File: config.mk
export PLATFORM = sky130hd
export DESIGN_NAME = config_text_tokenizer_top
export DESIGN_NICKNAME = d
export VERILOG_FILES = /design/src/hw/rtl/ctt_pkg.sv /design/src/hw/rtl/ctt_front.sv /design/src/hw/rtl/ctt_queue.sv /design/src/hw/rtl/ctt_back.sv /design/src/hw/rtl/config_text_tokenizer_top.sv
export VERILOG_INCLUDE_DIRS = /design/src /design/src/hw/rtl
export SDC_FILE = /design/constraint.sdc
export NUM_CORES = 1
export LEC_CHECK = 0
export ABC_AREA = 0
export BUFFER_PORTS_ARGS = -buffer_cell sky130_fd_sc_hd__buf_2
export CAP_MARGIN = 20
export CORE_AREA = 2 2 306 308
export DETAILED_ROUTE_END_ITERATION = 10
export DIE_AREA = 0 0 308 310
export SETUP_SLACK_MARGIN = 0.2
export SYNTH_ARGS = -nofsm -noshare
export SYNTH_HDL_FRONTEND = slang
export SYNTH_SLANG_ARGS = --single-unit
File: constraint.sdc
create_clock -name clk -period 6.6 [get_ports clk]
set_input_delay 1.98 -clock clk [delete_from_list [all_inputs] [get_ports clk]]
set_output_delay 1.98 -clock clk [all_outputs]
set_load 0.05 [all_outputs]
File: src/hw/rtl/config_text_tokenizer_top_assert.svh
// Assertion macros shared by the tokenizer modules.
`ifndef CONFIG_TEXT_TOKENIZER_TOP_ASSERT_SVH
`define CONFIG_TEXT_TOKENIZER_TOP_ASSERT_SVH

`ifndef SYNTHESIS

// Property holds on every clock edge outside reset
`define CTT_ASSERT(lbl, clk, rst_n, prop, msg) \
	lbl: assert property (@(posedge clk) disable iff (!rst_n) (prop)) else $error(msg);

// When pre holds, post holds on the next clock edge
`define CTT_ASSERT_NEXT(lbl, clk, rst_n, pre, post, msg) \
	lbl: assert property (@(posedge clk) disable iff (!rst_n) (pre) |=> (post)) else $error(msg);

`else

`define CTT_ASSERT(lbl, clk, rst_n, prop, msg)
`define CTT_ASSERT_NEXT(lbl, clk, rst_n, pre, post, msg)

`endif

`endif

File: src/hw/rtl/ctt_pkg.sv
`default_nettype none

package ctt_pkg;

	// Token kinds
	localparam logic [3:0] K_EOF   = 4'd0;
	localparam logic [3:0] K_ERR   = 4'd1;
	localparam logic [3:0] K_NL    = 4'd2;
	localparam logic [3:0] K_OPEN  = 4'd3;
	localparam logic [3:0] K_CLOSE = 4'd4;
	localparam logic [3:0] K_SLASH = 4'd5;
	localparam logic [3:0] K_STAR  = 4'd6;
	localparam logic [3:0] K_DOT   = 4'd7;
	localparam logic [3:0] K_INT   = 4'd8;
	localparam logic [3:0] K_TEXT  = 4'd9;
	localparam logic [3:0] K_TEND  = 4'd10;

	// Result queue between scanner and output stage
	localparam int QUEUE_DEPTH = 4;
	localparam int QPTR_W      = $clog2(QUEUE_DEPTH);

	// One token result as it leaves the block
	typedef struct packed {
		logic [3:0]         kind;
		logic [7:0]         tbyte;
		logic signed [31:0] value;
		logic [15:0]        line;
		logic [15:0]        column;
	} ctt_result_t;

	// All results caused by one input item (one or two)
	typedef struct packed {
		logic        two;
		ctt_result_t r0;
		ctt_result_t r1;
	} ctt_bundle_t;

endpackage

`default_nettype wire

File: src/hw/rtl/ctt_front.sv
`default_nettype none
`include "config_text_tokenizer_top_assert.svh"

module ctt_front #(
	parameter int POSITION_BITS = 16
) (
	input  logic                 clk,
	input  logic                 arst_n,
	input  logic                 cfg_we,
	input  logic                 cfg_data,
	input  logic                 char_valid,
	output logic                 char_stall,
	input  logic [7:0]           char_byte,
	input  logic                 end_of_input,
	input  logic                 q_full,
	output logic                 q_push,
	output ctt_pkg::ctt_bundle_t q_data
);

	// Scanner modes
	localparam logic [3:0] M_IDLE       = 4'd0;
	localparam logic [3:0] M_IDLE_NB    = 4'd1;
	localparam logic [3:0] M_COMMENT    = 4'd2;
	localparam logic [3:0] M_NEWLINES   = 4'd3;
	localparam logic [3:0] M_SYMBOL     = 4'd4;
	localparam logic [3:0] M_MINUS      = 4'd5;
	localparam logic [3:0] M_DIGITS     = 4'd6;
	localparam logic [3:0] M_STRING     = 4'd7;
	localparam logic [3:0] M_BRACE      = 4'd8;
	localparam logic [3:0] M_BODY       = 4'd9;
	localparam logic [3:0] M_BODY_BRACE = 4'd10;
	localparam logic [3:0] M_ERROR      = 4'd11;

	// Characters
	localparam logic [7:0] CH_TAB   = 8'h09;
	localparam logic [7:0] CH_NL    = 8'h0A;
	localparam logic [7:0] CH_SPACE = 8'h20;
	localparam logic [7:0] CH_QUOTE = 8'h22;
	localparam logic [7:0] CH_HASH  = 8'h23;
	localparam logic [7:0] CH_STAR  = 8'h2A;
	localparam logic [7:0] CH_MINUS = 8'h2D;
	localparam logic [7:0] CH_DOT   = 8'h2E;
	localparam logic [7:0] CH_SLASH = 8'h2F;
	localparam logic [7:0] CH_ZERO  = 8'h30;
	localparam logic [7:0] CH_NINE  = 8'h39;
	localparam logic [7:0] CH_UNDER = 8'h5F;
	localparam logic [7:0] CH_OPEN  = 8'h7B;
	localparam logic [7:0] CH_CLOSE = 8'h7D;

	localparam logic [POSITION_BITS-1:0] POS_ONE = POSITION_BITS'(1);
	localparam logic [POSITION_BITS-1:0] POS_MAX = '1;

	localparam logic [35:0] SAT_MAG = 36'h080000000;

	logic [3:0]               mode_q;
	logic [31:0]              acc_q;
	logic                     neg_q;
	logic                     ntext_q;
	logic                     numbers_as_text_q;
	logic [POSITION_BITS-1:0] cur_line_q;
	logic [POSITION_BITS-1:0] cur_col_q;
	logic [POSITION_BITS-1:0] st_line_q;
	logic [POSITION_BITS-1:0] st_col_q;

	logic       accept;
	logic [7:0] c;
	logic       is_blank;
	logic       is_letter;
	logic       is_digit;
	logic       is_sym;
	logic       is_minus;
	logic [3:0] digit;

	logic        st_emit;
	logic [3:0]  st_kind;
	logic [7:0]  st_byte;
	logic [3:0]  st_mode;

	logic [35:0] acc_x10;
	logic [31:0] acc_sat;
	logic [3:0]  fin_kind;
	logic [31:0] fin_val;

	logic [3:0]  mode_d;
	logic        a_v;
	logic [3:0]  a_kind;
	logic [7:0]  a_byte;
	logic [31:0] a_val;
	logic        b_v;
	logic [3:0]  b_kind;
	logic [7:0]  b_byte;
	logic        b_at_cur;
	logic        do_start;
	logic        num_first;
	logic        num_add;
	logic        pos_step;
	logic        pos_clear;

	ctt_pkg::ctt_result_t res_a;
	ctt_pkg::ctt_result_t res_b;

	assign c          = char_byte;
	assign char_stall = q_full;
	assign accept     = char_valid && !char_stall;

	// Character classes
	assign is_blank  = (c == CH_SPACE) || (c == CH_TAB);
	assign is_letter = c inside {[8'h61:8'h7A], [8'h41:8'h5A]};
	assign is_digit  = c inside {[CH_ZERO:CH_NINE]};
	assign is_sym    = is_letter || is_digit || (c == CH_UNDER) || (c == CH_MINUS);
	assign is_minus  = (c == CH_MINUS);
	assign digit     = c[3:0];

	// Decimal accumulate, saturating at the magnitude of the most negative value
	assign acc_x10 = ({4'b0, acc_q} << 3) + ({4'b0, acc_q} << 1) + {32'b0, digit};
	assign acc_sat = (acc_x10 > SAT_MAG) ? 32'h80000000 : acc_x10[31:0];

	// Integer close: digit text end or the converted value
	always_comb begin
		fin_kind = ntext_q ? ctt_pkg::K_TEND : ctt_pkg::K_INT;
		if (ntext_q)
			fin_val = 32'd0;
		else if (neg_q)
			fin_val = 32'd0 - acc_q;
		else
			fin_val = acc_q[31] ? 32'h7FFFFFFF : acc_q;
	end

	// What a byte does when it opens a new token
	always_comb begin
		st_emit = 1'b0;
		st_kind = ctt_pkg::K_ERR;
		st_byte = 8'd0;
		st_mode = M_IDLE;
		if (is_blank) begin
			if (mode_q == M_IDLE_NB) begin
				st_emit = 1'b1;
				st_mode = M_ERROR;
			end
		end else if (c == CH_HASH) begin
			st_mode = M_COMMENT;
		end else if (c == CH_SLASH) begin
			st_emit = 1'b1;
			st_kind = ctt_pkg::K_SLASH;
		end else if (c == CH_STAR) begin
			st_emit = 1'b1;
			st_kind = ctt_pkg::K_STAR;
		end else if (c == CH_DOT) begin
			st_emit = 1'b1;
			st_kind = ctt_pkg::K_DOT;
		end else if (c == CH_NL) begin
			st_mode = M_NEWLINES;
		end else if (is_letter) begin
			st_emit = 1'b1;
			st_kind = ctt_pkg::K_TEXT;
			st_byte = c;
			st_mode = M_SYMBOL;
		end else if (is_digit) begin
			st_emit = numbers_as_text_q;
			st_kind = ctt_pkg::K_TEXT;
			st_byte = c;
			st_mode = M_DIGITS;
		end else if (is_minus) begin
			st_mode = M_MINUS;
		end else if (c == CH_OPEN) begin
			st_mode = M_BRACE;
		end else if (c == CH_QUOTE) begin
			st_mode = M_STRING;
		end else begin
			st_emit = 1'b1;
			st_mode = M_ERROR;
		end
	end

	// Scanner: result A continues or closes the running token, result B is the next one or end of input
	always_comb begin
		mode_d    = mode_q;
		a_v       = 1'b0;
		a_kind    = ctt_pkg::K_EOF;
		a_byte    = 8'd0;
		a_val     = 32'd0;
		b_v       = 1'b0;
		b_kind    = ctt_pkg::K_EOF;
		b_byte    = 8'd0;
		b_at_cur  = 1'b1;
		do_start  = 1'b0;
		num_first = 1'b0;
		num_add   = 1'b0;
		pos_step  = 1'b0;
		pos_clear = 1'b0;
		if (mode_q != M_ERROR) begin
			if (end_of_input) begin
				case (mode_q)
					M_NEWLINES: begin
						a_v    = 1'b1;
						a_kind = ctt_pkg::K_NL;
					end
					M_SYMBOL, M_STRING: begin
						a_v    = 1'b1;
						a_kind = ctt_pkg::K_TEND;
					end
					M_DIGITS: begin
						a_v    = 1'b1;
						a_kind = fin_kind;
						a_val  = fin_val;
					end
					M_MINUS, M_BRACE, M_BODY, M_BODY_BRACE: begin
						a_v    = 1'b1;
						a_kind = ctt_pkg::K_ERR;
						mode_d = M_ERROR;
					end
					default: ;
				endcase
				if (mode_d != M_ERROR) begin
					b_v       = 1'b1;
					b_kind    = ctt_pkg::K_EOF;
					mode_d    = M_IDLE;
					pos_clear = 1'b1;
				end
			end else begin
				pos_step = 1'b1;
				case (mode_q)
					M_COMMENT: begin
						if (c == CH_NL)
							mode_d = M_IDLE_NB;
					end
					M_NEWLINES: begin
						if (c != CH_NL) begin
							a_v      = 1'b1;
							a_kind   = ctt_pkg::K_NL;
							do_start = 1'b1;
						end
					end
					M_SYMBOL: begin
						a_v = 1'b1;
						if (is_sym) begin
							a_kind = ctt_pkg::K_TEXT;
							a_byte = c;
						end else begin
							a_kind   = ctt_pkg::K_TEND;
							do_start = 1'b1;
						end
					end
					M_MINUS: begin
						if (is_digit) begin
							num_first = 1'b1;
							a_v       = numbers_as_text_q;
							a_kind    = ctt_pkg::K_TEXT;
							a_byte    = c;
							mode_d    = M_DIGITS;
						end else begin
							a_v    = 1'b1;
							a_kind = ctt_pkg::K_ERR;
							mode_d = M_ERROR;
						end
					end
					M_DIGITS: begin
						if (is_digit) begin
							num_add = 1'b1;
							a_v     = ntext_q;
							a_kind  = ctt_pkg::K_TEXT;
							a_byte  = c;
						end else begin
							a_v      = 1'b1;
							a_kind   = fin_kind;
							a_val    = fin_val;
							do_start = 1'b1;
						end
					end
					M_STRING: begin
						a_v = 1'b1;
						if (c == CH_QUOTE) begin
							a_kind = ctt_pkg::K_TEND;
							mode_d = M_IDLE;
						end else begin
							a_kind = ctt_pkg::K_TEXT;
							a_byte = c;
						end
					end
					M_BRACE: begin
						a_v = 1'b1;
						if (c == CH_OPEN) begin
							a_kind = ctt_pkg::K_OPEN;
							mode_d = M_BODY;
						end else begin
							a_kind = ctt_pkg::K_ERR;
							mode_d = M_ERROR;
						end
					end
					M_BODY: begin
						if (c == CH_CLOSE) begin
							mode_d = M_BODY_BRACE;
						end else begin
							a_v    = 1'b1;
							a_kind = ctt_pkg::K_TEXT;
							a_byte = c;
						end
					end
					M_BODY_BRACE: begin
						a_v      = 1'b1;
						b_v      = 1'b1;
						b_at_cur = 1'b0;
						if (c == CH_CLOSE) begin
							a_kind = ctt_pkg::K_TEND;
							b_kind = ctt_pkg::K_CLOSE;
							mode_d = M_IDLE;
						end else begin
							// single close brace inside a body is text
							a_kind = ctt_pkg::K_TEXT;
							a_byte = CH_CLOSE;
							b_kind = ctt_pkg::K_TEXT;
							b_byte = c;
							mode_d = M_BODY;
						end
					end
					default: do_start = 1'b1;
				endcase
				if (do_start) begin
					mode_d = st_mode;
					b_v    = st_emit;
					b_kind = st_kind;
					b_byte = st_byte;
				end
			end
		end
	end

	// Results with their start positions
	always_comb begin
		res_a.kind   = a_kind;
		res_a.tbyte  = a_byte;
		res_a.value  = a_val;
		res_a.line   = 16'(st_line_q);
		res_a.column = 16'(st_col_q);
		res_b.kind   = b_kind;
		res_b.tbyte  = b_byte;
		res_b.value  = 32'sd0;
		res_b.line   = b_at_cur ? 16'(cur_line_q) : 16'(st_line_q);
		res_b.column = b_at_cur ? 16'(cur_col_q) : 16'(st_col_q);
	end

	assign q_push     = accept && (a_v || b_v);
	assign q_data.two = a_v && b_v;
	assign q_data.r0  = a_v ? res_a : res_b;
	assign q_data.r1  = res_b;

	// Mode register
	always_ff @(posedge clk or negedge arst_n) begin
		if (!arst_n) begin
			numbers_as_text_q <= 1'b0;
		end else if (cfg_we) begin
			numbers_as_text_q <= cfg_data;
		end
	end

	// Scanner state and number accumulator
	always_ff @(posedge clk or negedge arst_n) begin
		if (!arst_n) begin
			mode_q  <= M_IDLE;
			acc_q   <= 32'd0;
			neg_q   <= 1'b0;
			ntext_q <= 1'b0;
		end else if (accept) begin
			mode_q <= mode_d;
			if (num_first || (do_start && is_digit)) begin
				acc_q   <= {28'd0, digit};
				ntext_q <= numbers_as_text_q;
			end
			if (do_start && is_digit)
				neg_q <= 1'b0;
			if (do_start && is_minus) begin
				neg_q <= 1'b1;
				acc_q <= 32'd0;
			end
			if (num_add)
				acc_q <= acc_sat;
		end
	end

	// Line and column tracking, saturating
	always_ff @(posedge clk or negedge arst_n) begin
		if (!arst_n) begin
			cur_line_q <= POS_ONE;
			cur_col_q  <= POS_ONE;
			st_line_q  <= POS_ONE;
			st_col_q   <= POS_ONE;
		end else if (accept) begin
			if (pos_clear) begin
				cur_line_q <= POS_ONE;
				cur_col_q  <= POS_ONE;
				st_line_q  <= POS_ONE;
				st_col_q   <= POS_ONE;
			end else if (pos_step) begin
				if (do_start) begin
					st_line_q <= cur_line_q;
					st_col_q  <= cur_col_q;
				end
				if (c == CH_NL) begin
					cur_col_q <= POS_ONE;
					if (cur_line_q != POS_MAX)
						cur_line_q <= cur_line_q + 1'b1;
				end else if (cur_col_q != POS_MAX) begin
					cur_col_q <= cur_col_q + 1'b1;
				end
			end
		end
	end

	`CTT_ASSERT_NEXT(a_err_sticky, clk, arst_n, mode_q == M_ERROR, mode_q == M_ERROR, "error not sticky")
	`CTT_ASSERT(a_err_quiet, clk, arst_n, (mode_q != M_ERROR) || !q_push, "result after error")

endmodule

`default_nettype wire

File: src/hw/rtl/ctt_queue.sv
`default_nettype none
`include "config_text_tokenizer_top_assert.svh"

module ctt_queue (
	input  logic                 clk,
	input  logic                 arst_n,
	input  logic                 push,
	input  ctt_pkg::ctt_bundle_t push_data,
	output logic                 full,
	input  logic                 pop,
	output ctt_pkg::ctt_bundle_t head,
	output logic                 head_valid
);

	localparam int PW = ctt_pkg::QPTR_W;
	localparam logic [PW:0] CNT_FULL = (PW+1)'(ctt_pkg::QUEUE_DEPTH);

	ctt_pkg::ctt_bundle_t entries_q [ctt_pkg::QUEUE_DEPTH];
	logic [PW-1:0] wr_ptr_q;
	logic [PW-1:0] rd_ptr_q;
	logic [PW:0]   count_q;

	assign full       = (count_q == CNT_FULL);
	assign head_valid = (count_q != '0);
	assign head       = entries_q[rd_ptr_q];

	// Entry storage
	always_ff @(posedge clk) begin
		if (push)
			entries_q[wr_ptr_q] <= push_data;
	end

	// Pointers and fill count
	always_ff @(posedge clk or negedge arst_n) begin
		if (!arst_n) begin
			wr_ptr_q <= '0;
			rd_ptr_q <= '0;
			count_q  <= '0;
		end else begin
			if (push)
				wr_ptr_q <= wr_ptr_q + 1'b1;
			if (pop)
				rd_ptr_q <= rd_ptr_q + 1'b1;
			case ({push, pop})
				2'b10:   count_q <= count_q + 1'b1;
				2'b01:   count_q <= count_q - 1'b1;
				default: count_q <= count_q;
			endcase
		end
	end

	`CTT_ASSERT(a_q_bound, clk, arst_n, count_q <= CNT_FULL, "queue count above depth")
	`CTT_ASSERT(a_q_pop_empty, clk, arst_n, !pop || head_valid, "pop from empty queue")
	`CTT_ASSERT(a_q_push_full, clk, arst_n, !push || !full, "push into full queue")

endmodule

`default_nettype wire

File: src/hw/rtl/ctt_back.sv
`default_nettype none
`include "config_text_tokenizer_top_assert.svh"

module ctt_back (
	input  logic                 clk,
	input  logic                 arst_n,
	input  logic                 q_valid,
	input  ctt_pkg::ctt_bundle_t q_head,
	output logic                 q_pop,
	output logic                 token_valid,
	input  logic                 token_stall,
	output logic [3:0]           token_kind,
	output logic [7:0]           text_byte,
	output logic signed [31:0]   int_value,
	output logic [15:0]          token_line,
	output logic [15:0]          token_column,
	output logic                 last
);

	logic                 token_valid_q;
	logic                 sel_q;
	logic                 load;
	logic                 more;
	ctt_pkg::ctt_result_t pick;
	ctt_pkg::ctt_result_t res_q;
	logic                 last_q;

	// Output register loads when empty or its transfer completes
	assign load  = q_valid && (!token_valid_q || !token_stall);
	assign more  = q_head.two && !sel_q;
	assign pick  = sel_q ? q_head.r1 : q_head.r0;
	assign q_pop = load && !more;

	always_ff @(posedge clk or negedge arst_n) begin
		if (!arst_n) begin
			token_valid_q <= 1'b0;
			sel_q         <= 1'b0;
		end else if (load) begin
			token_valid_q <= 1'b1;
			sel_q         <= more;
		end else if (!token_stall) begin
			token_valid_q <= 1'b0;
		end
	end

	always_ff @(posedge clk) begin
		if (load) begin
			res_q  <= pick;
			last_q <= !more;
		end
	end

	assign token_valid  = token_valid_q;
	assign token_kind   = res_q.kind;
	assign text_byte    = res_q.tbyte;
	assign int_value    = res_q.value;
	assign token_line   = res_q.line;
	assign token_column = res_q.column;
	assign last         = last_q;

	`CTT_ASSERT(a_second_held, clk, arst_n, !sel_q || (q_valid && q_head.two), "second result lost")

endmodule

`default_nettype wire

File: src/hw/rtl/config_text_tokenizer_top.sv
// Channel   Signals                                   Direction
// char      char_valid, char_stall, char_byte,        in
//           end_of_input
// token     token_valid, token_stall, token_kind,     out
//           text_byte, int_value, token_line,
//           token_column, last
// config    numbers_as_text_we, numbers_as_text       in
//
// One item is taken per cycle while char_stall is low; the scanner state loop is registered.
// An item yields zero, one or two results; results leave at one per cycle through the
// output register while token_stall is low; an item with two results sends them in turn.
// First result is presented after its item's transfer, through the queue write, then the output load.
// A four-entry result queue decouples the sides; char_stall rises only when it is full.
// Reset is asynchronous and needs no clearing pass.
`default_nettype none

module config_text_tokenizer_top #(
	parameter int POSITION_BITS = 16
) (
	input  logic               clk,
	input  logic               arst_n,
	input  logic               numbers_as_text_we,
	input  logic               numbers_as_text,
	input  logic               char_valid,
	output logic               char_stall,
	input  logic [7:0]         char_byte,
	input  logic               end_of_input,
	output logic               token_valid,
	input  logic               token_stall,
	output logic [3:0]         token_kind,
	output logic [7:0]         text_byte,
	output logic signed [31:0] int_value,
	output logic [15:0]        token_line,
	output logic [15:0]        token_column,
	output logic               last
);

	logic                 q_full;
	logic                 q_push;
	logic                 q_pop;
	logic                 q_valid;
	ctt_pkg::ctt_bundle_t q_wdata;
	ctt_pkg::ctt_bundle_t q_head;

	// Scanner: accepts bytes, classifies, builds result bundles
	ctt_front #(
		.POSITION_BITS(POSITION_BITS)
	) u_front (
		.clk          (clk),
		.arst_n       (arst_n),
		.cfg_we       (numbers_as_text_we),
		.cfg_data     (numbers_as_text),
		.char_valid   (char_valid),
		.char_stall   (char_stall),
		.char_byte    (char_byte),
		.end_of_input (end_of_input),
		.q_full       (q_full),
		.q_push       (q_push),
		.q_data       (q_wdata)
	);

	// Bundle queue
	ctt_queue u_queue (
		.clk        (clk),
		.arst_n     (arst_n),
		.push       (q_push),
		.push_data  (q_wdata),
		.full       (q_full),
		.pop        (q_pop),
		.head       (q_head),
		.head_valid (q_valid)
	);

	// Output serializer
	ctt_back u_back (
		.clk          (clk),
		.arst_n       (arst_n),
		.q_valid      (q_valid),
		.q_head       (q_head),
		.q_pop        (q_pop),
		.token_valid  (token_valid),
		.token_stall  (token_stall),
		.token_kind   (token_kind),
		.text_byte    (text_byte),
		.int_value    (int_value),
		.token_line   (token_line),
		.token_column (token_column),
		.last         (last)
	);

endmodule

`default_nettype wire

==> summary.md <==
| Metric | Value |
|---|---|
| Combinational fraction of design power | `34.5%` |
| Routed WL | `74900 microns` |
| Post-synth EDFFs | `between 500 and 600` |
| Setup Fix Bufs, Post-CTS | `0` |
| Fill count | `8661` |
| Sink Count | `approximately 670` |
| Clock power share | `between 20 and 25%` |
| Die Y | `approximately 310 microns` |
| Die area | `roughly 95000 sq um` |
| Fraction of registers with async set or reset after synthesis | `between 10% and 20%` |
| Fin util | `around two fifths` |
| Mapped Nets | `2321` |
| I/O pins | `94` |
| Remaining DRCs | `0` |
| Ys Warns | `0` |
| CTS tree | `built` |
| WP data arrival | `roughly 6200 ps` |
| Crit Path Category | `primary input to flop` |
| CP max FO | `13` |
| Post-layout nets | `approximately 2400` |
| DIE WIDTH | `between 300 and 400 microns` |
| DRT Pass-1 Iters | `5` |
| DR vias/cell | `5.33` |
| Worst Setup Start Kind | `primary input` |
| Area Overhead vs Synth | `13.5%` |
| Worst EP required | `7070 ps` |
| Slew Limit Headroom | `24.3%` |
| Crit-path slowest cell | `fa_1` |
| Switch share | `a little over a third` |
| Fmax | `approximately 170 MHz` |
| Post-Route Setup TNS | `0 ps` |
| First-pass GRT wire length | `between 100000 and 150000 microns` |
| Tmin final | `roughly 5800 ps` |
| Flop pwr share | `roughly two fifths` |
| Switching power | `0.00564 W` |
| # resized after CTS | `0` |
| Wire length per cell | `roughly 21 microns` |
| Hold WC Path Type | `flop to flop` |
| Slowest stage delay, CP | `between 500 and 600 ps` |
| CTS Root Buffer Type | `clkbuf_16` |
| Post-synthesis register bit count | `about 670` |
| Htree depth | `3` |
| DRT iter0 DRCs | `about 1500` |
| Leak | `around 13 nW` |
| Synth cell types | `77` |
| Rows | `roughly 110` |
| Initial antenna violation count | `8` |
| Initial Util | `~34%` |
| Routed vias | `~19000` |
| Largest net degree at the start of global routing | `98` |
| CTS Hold Bufs | `0` |
| Gpl congestion | `slightly below 0.9` |
| Prevailing post-synth register cell | `edfxtp_1` |
| Power Internal | `~0.01 W` |
| Seq/Total Area, Yosys | `a little under two thirds` |
| Worst Clk Skew | `~47 ps` |
| Post-DP HPWL | `about 49000 microns` |
| Status | `complete, no violations` |
| Final number of setup-violating endpoints | `0` |
| Worst-path clk slew | `around 60 ps` |
| Design area | `roughly 35000 sq um` |
| Clock buffer count from CTS | `68` |
| CP endpoint kind | `flop` |
| Gr ovfl total | `0` |
| Peak supply drop | `approximately 0.41 mV` |
| Area leader, netlist | `edfxtp_1` |
| Mean post-synth cell area | `between 10 and 15 sq um` |
| CP Cell Sequence | `buf_2, fa_1, ha_1, a211oi_1, o21ai_1, a221oi_2, o21bai_1, a21oi_1, xnor2_1, nor4_1, a41oi_2, buf_4, o41ai_1` |
| Tightest Pin Transition | `approximately 1100 ps` |
| Clock buffer depth | `3` |
| ANT nets after route | `0` |
| Max-slew violations | `0` |
| Ratio of final minimum period to clock period | `between 80% and 90%` |
| Synth top area share | `54.3%` |
| Synthesized instance count | `2231` |
| Top cells by area, synth | `edfxtp_1 54%, mux4_2 8.8%, dfrtp_1 8.7%` |
| Unrepaired setup endpoints after global routing | `no` |
| Mapped cell area | `~31000 sq um` |
| GRT Util Overall | `15.7%` |
| DP Area | `~33000 sq um` |
| Vias in the first global route | `between 15000 and 20000` |
| Max Cap Viol | `0` |
| Core outline area | `roughly 92000 sq um` |
| Hold Fails Final Rpt | `0` |
| Worst skew pair latency | `roughly 620 ps` |
| Proportion of layout cells with a drive suffix above 1 | `between 15 and 20%` |
| PwrDens | `around 440 nW/um^2` |
| PortBufs | `93` |
cell families after synthesis:
| kind of cell | share of synthesized area [%] |
|---|---|
| buf+inv | 1.95 |
| simple gates | 10.7 |
| mux | 11.4 |
| flops | 63.4 |
| fa+ha+maj | 3.10 |
| xor+xnor | 1.92 |
| compound gates | 7.57 |
per-stage QoR:
step / power [W] / instances / hold slack [ps] / setup slack (ps)
2_1_floorplan: 0.0103 / 2231 / 439 / 674
3_5_place_dp: 0.0120 / 3441 / 456 / 308
5_1_grt: 0.0164 / 3566 / 482 / 532
3_3_place_gp: 0.0119 / 3441 / 446 / 277
6_report: 0.0156 / 3567 / 463 / 849
4_1_cts: 0.0159 / 3566 / 465 / 904
final timing paths:
| check | slack [ps] | to | depth (start not counted) | from |
|---|---|---|---|---|
| min | 460 | u_front.st_col_q[0] | 2 | u_front.st_col_q[0] |
| max reg2reg | 1760 | u_queue.entries_q[2][78] | 9 | u_front.mode_q[0] |
| min in group asynchronous | 1300 | u_front.acc_q[27] | 1 | arst_n |
| min reg2reg | 460 | u_front.st_col_q[0] | 2 | u_front.st_col_q[0] |
| max in group asynchronous | 4240 | u_queue.rd_ptr_q[0] | 2 | arst_n |
| max | 850 | u_front.acc_q[5] | 13 | char_byte[3] |
per-layer routing:
metal  GRT usage (%)  part of all wire (%)
met1            21.2                    44
met4            4.84                   2.4
met2            26.0                    48
met3            2.38                   5.4
met5               0                 0.039
cells in the mapped netlist (all sizes together) (20+ instances only):
cell / n
edfxtp: 561
nand2: 321
mux4: 121
nor2: 110
dfrtp: 108
a21oi: 91
clkbuf: 89
o21ai: 88
ha: 72
mux2: 68
nand3: 60
nor3: 49
and2: 42
xor2: 42
buf: 35
inv: 30
xnor2: 26
o31ai: 23
nand4: 22
or3: 20
registers in the layout, indices dropped and copies added (netlist names), 2 cells and up:
name and flops:
u_back.token_column 16, u_queue.rd_ptr_q 2, u_front.mode_q 4, u_queue.wr_ptr_q 2
u_front.acc_q 32, u_back.token_kind 4, u_front.st_line_q 16, u_front.cur_col_q 16
u_back.token_line 16, u_front.st_col_q 16, u_queue.entries_q 484, u_front.cur_line_q 16
u_back.text_byte 8, u_back.int_value 32, u_queue.count_q 3
placed cells by master (no fill, tap or decap), types with 72 or more instances in the layout:
master	synthesis	layout
nor2_1	110	108
edfxtp_1	561	561
a21oi_1	90	89
clkbuf_16	0	72
buf_2	13	92
mux4_2	121	121
o21ai_0	85	85
dfrtp_1	108	105
ha_1	72	72
nand2_1	321	321
power groups by stage:
stage	Clock (W)	Combinational [W]	Sequential, W
2_1_floorplan	0	0.00309	0.00723
3_3_place_gp	0	0.00545	0.00649
3_5_place_dp	0	0.00549	0.00654
4_1_cts	0.00392	0.00550	0.00646
5_1_grt	0.00407	0.00582	0.00656
6_report	0.00381	0.00539	0.00644
worst max-delay path, delay by kind of cell:
family | cells | cell delay [ps]
AOI/OAI and AO/OA | 7 | 2320
buffers and inverters | 2 | 540
and+or+nand+nor | 1 | 390
xor gates and xnor gates | 1 | 130
adders and majority gates | 2 | 840
cell type report:
class                      count  area, sq um  area share (%)
clock inverter                34          304           0.864
multi-input combinational   1401        10800            30.6
inverter                      33          125           0.355
antenna                        1         2.50         0.00711
tap                         1197         1500            4.25
timing repair buffer         137          911            2.59
sequential                   673        19700            55.9
clock buffer                  91         1910            5.44
(Power assumes the default switching activity.)
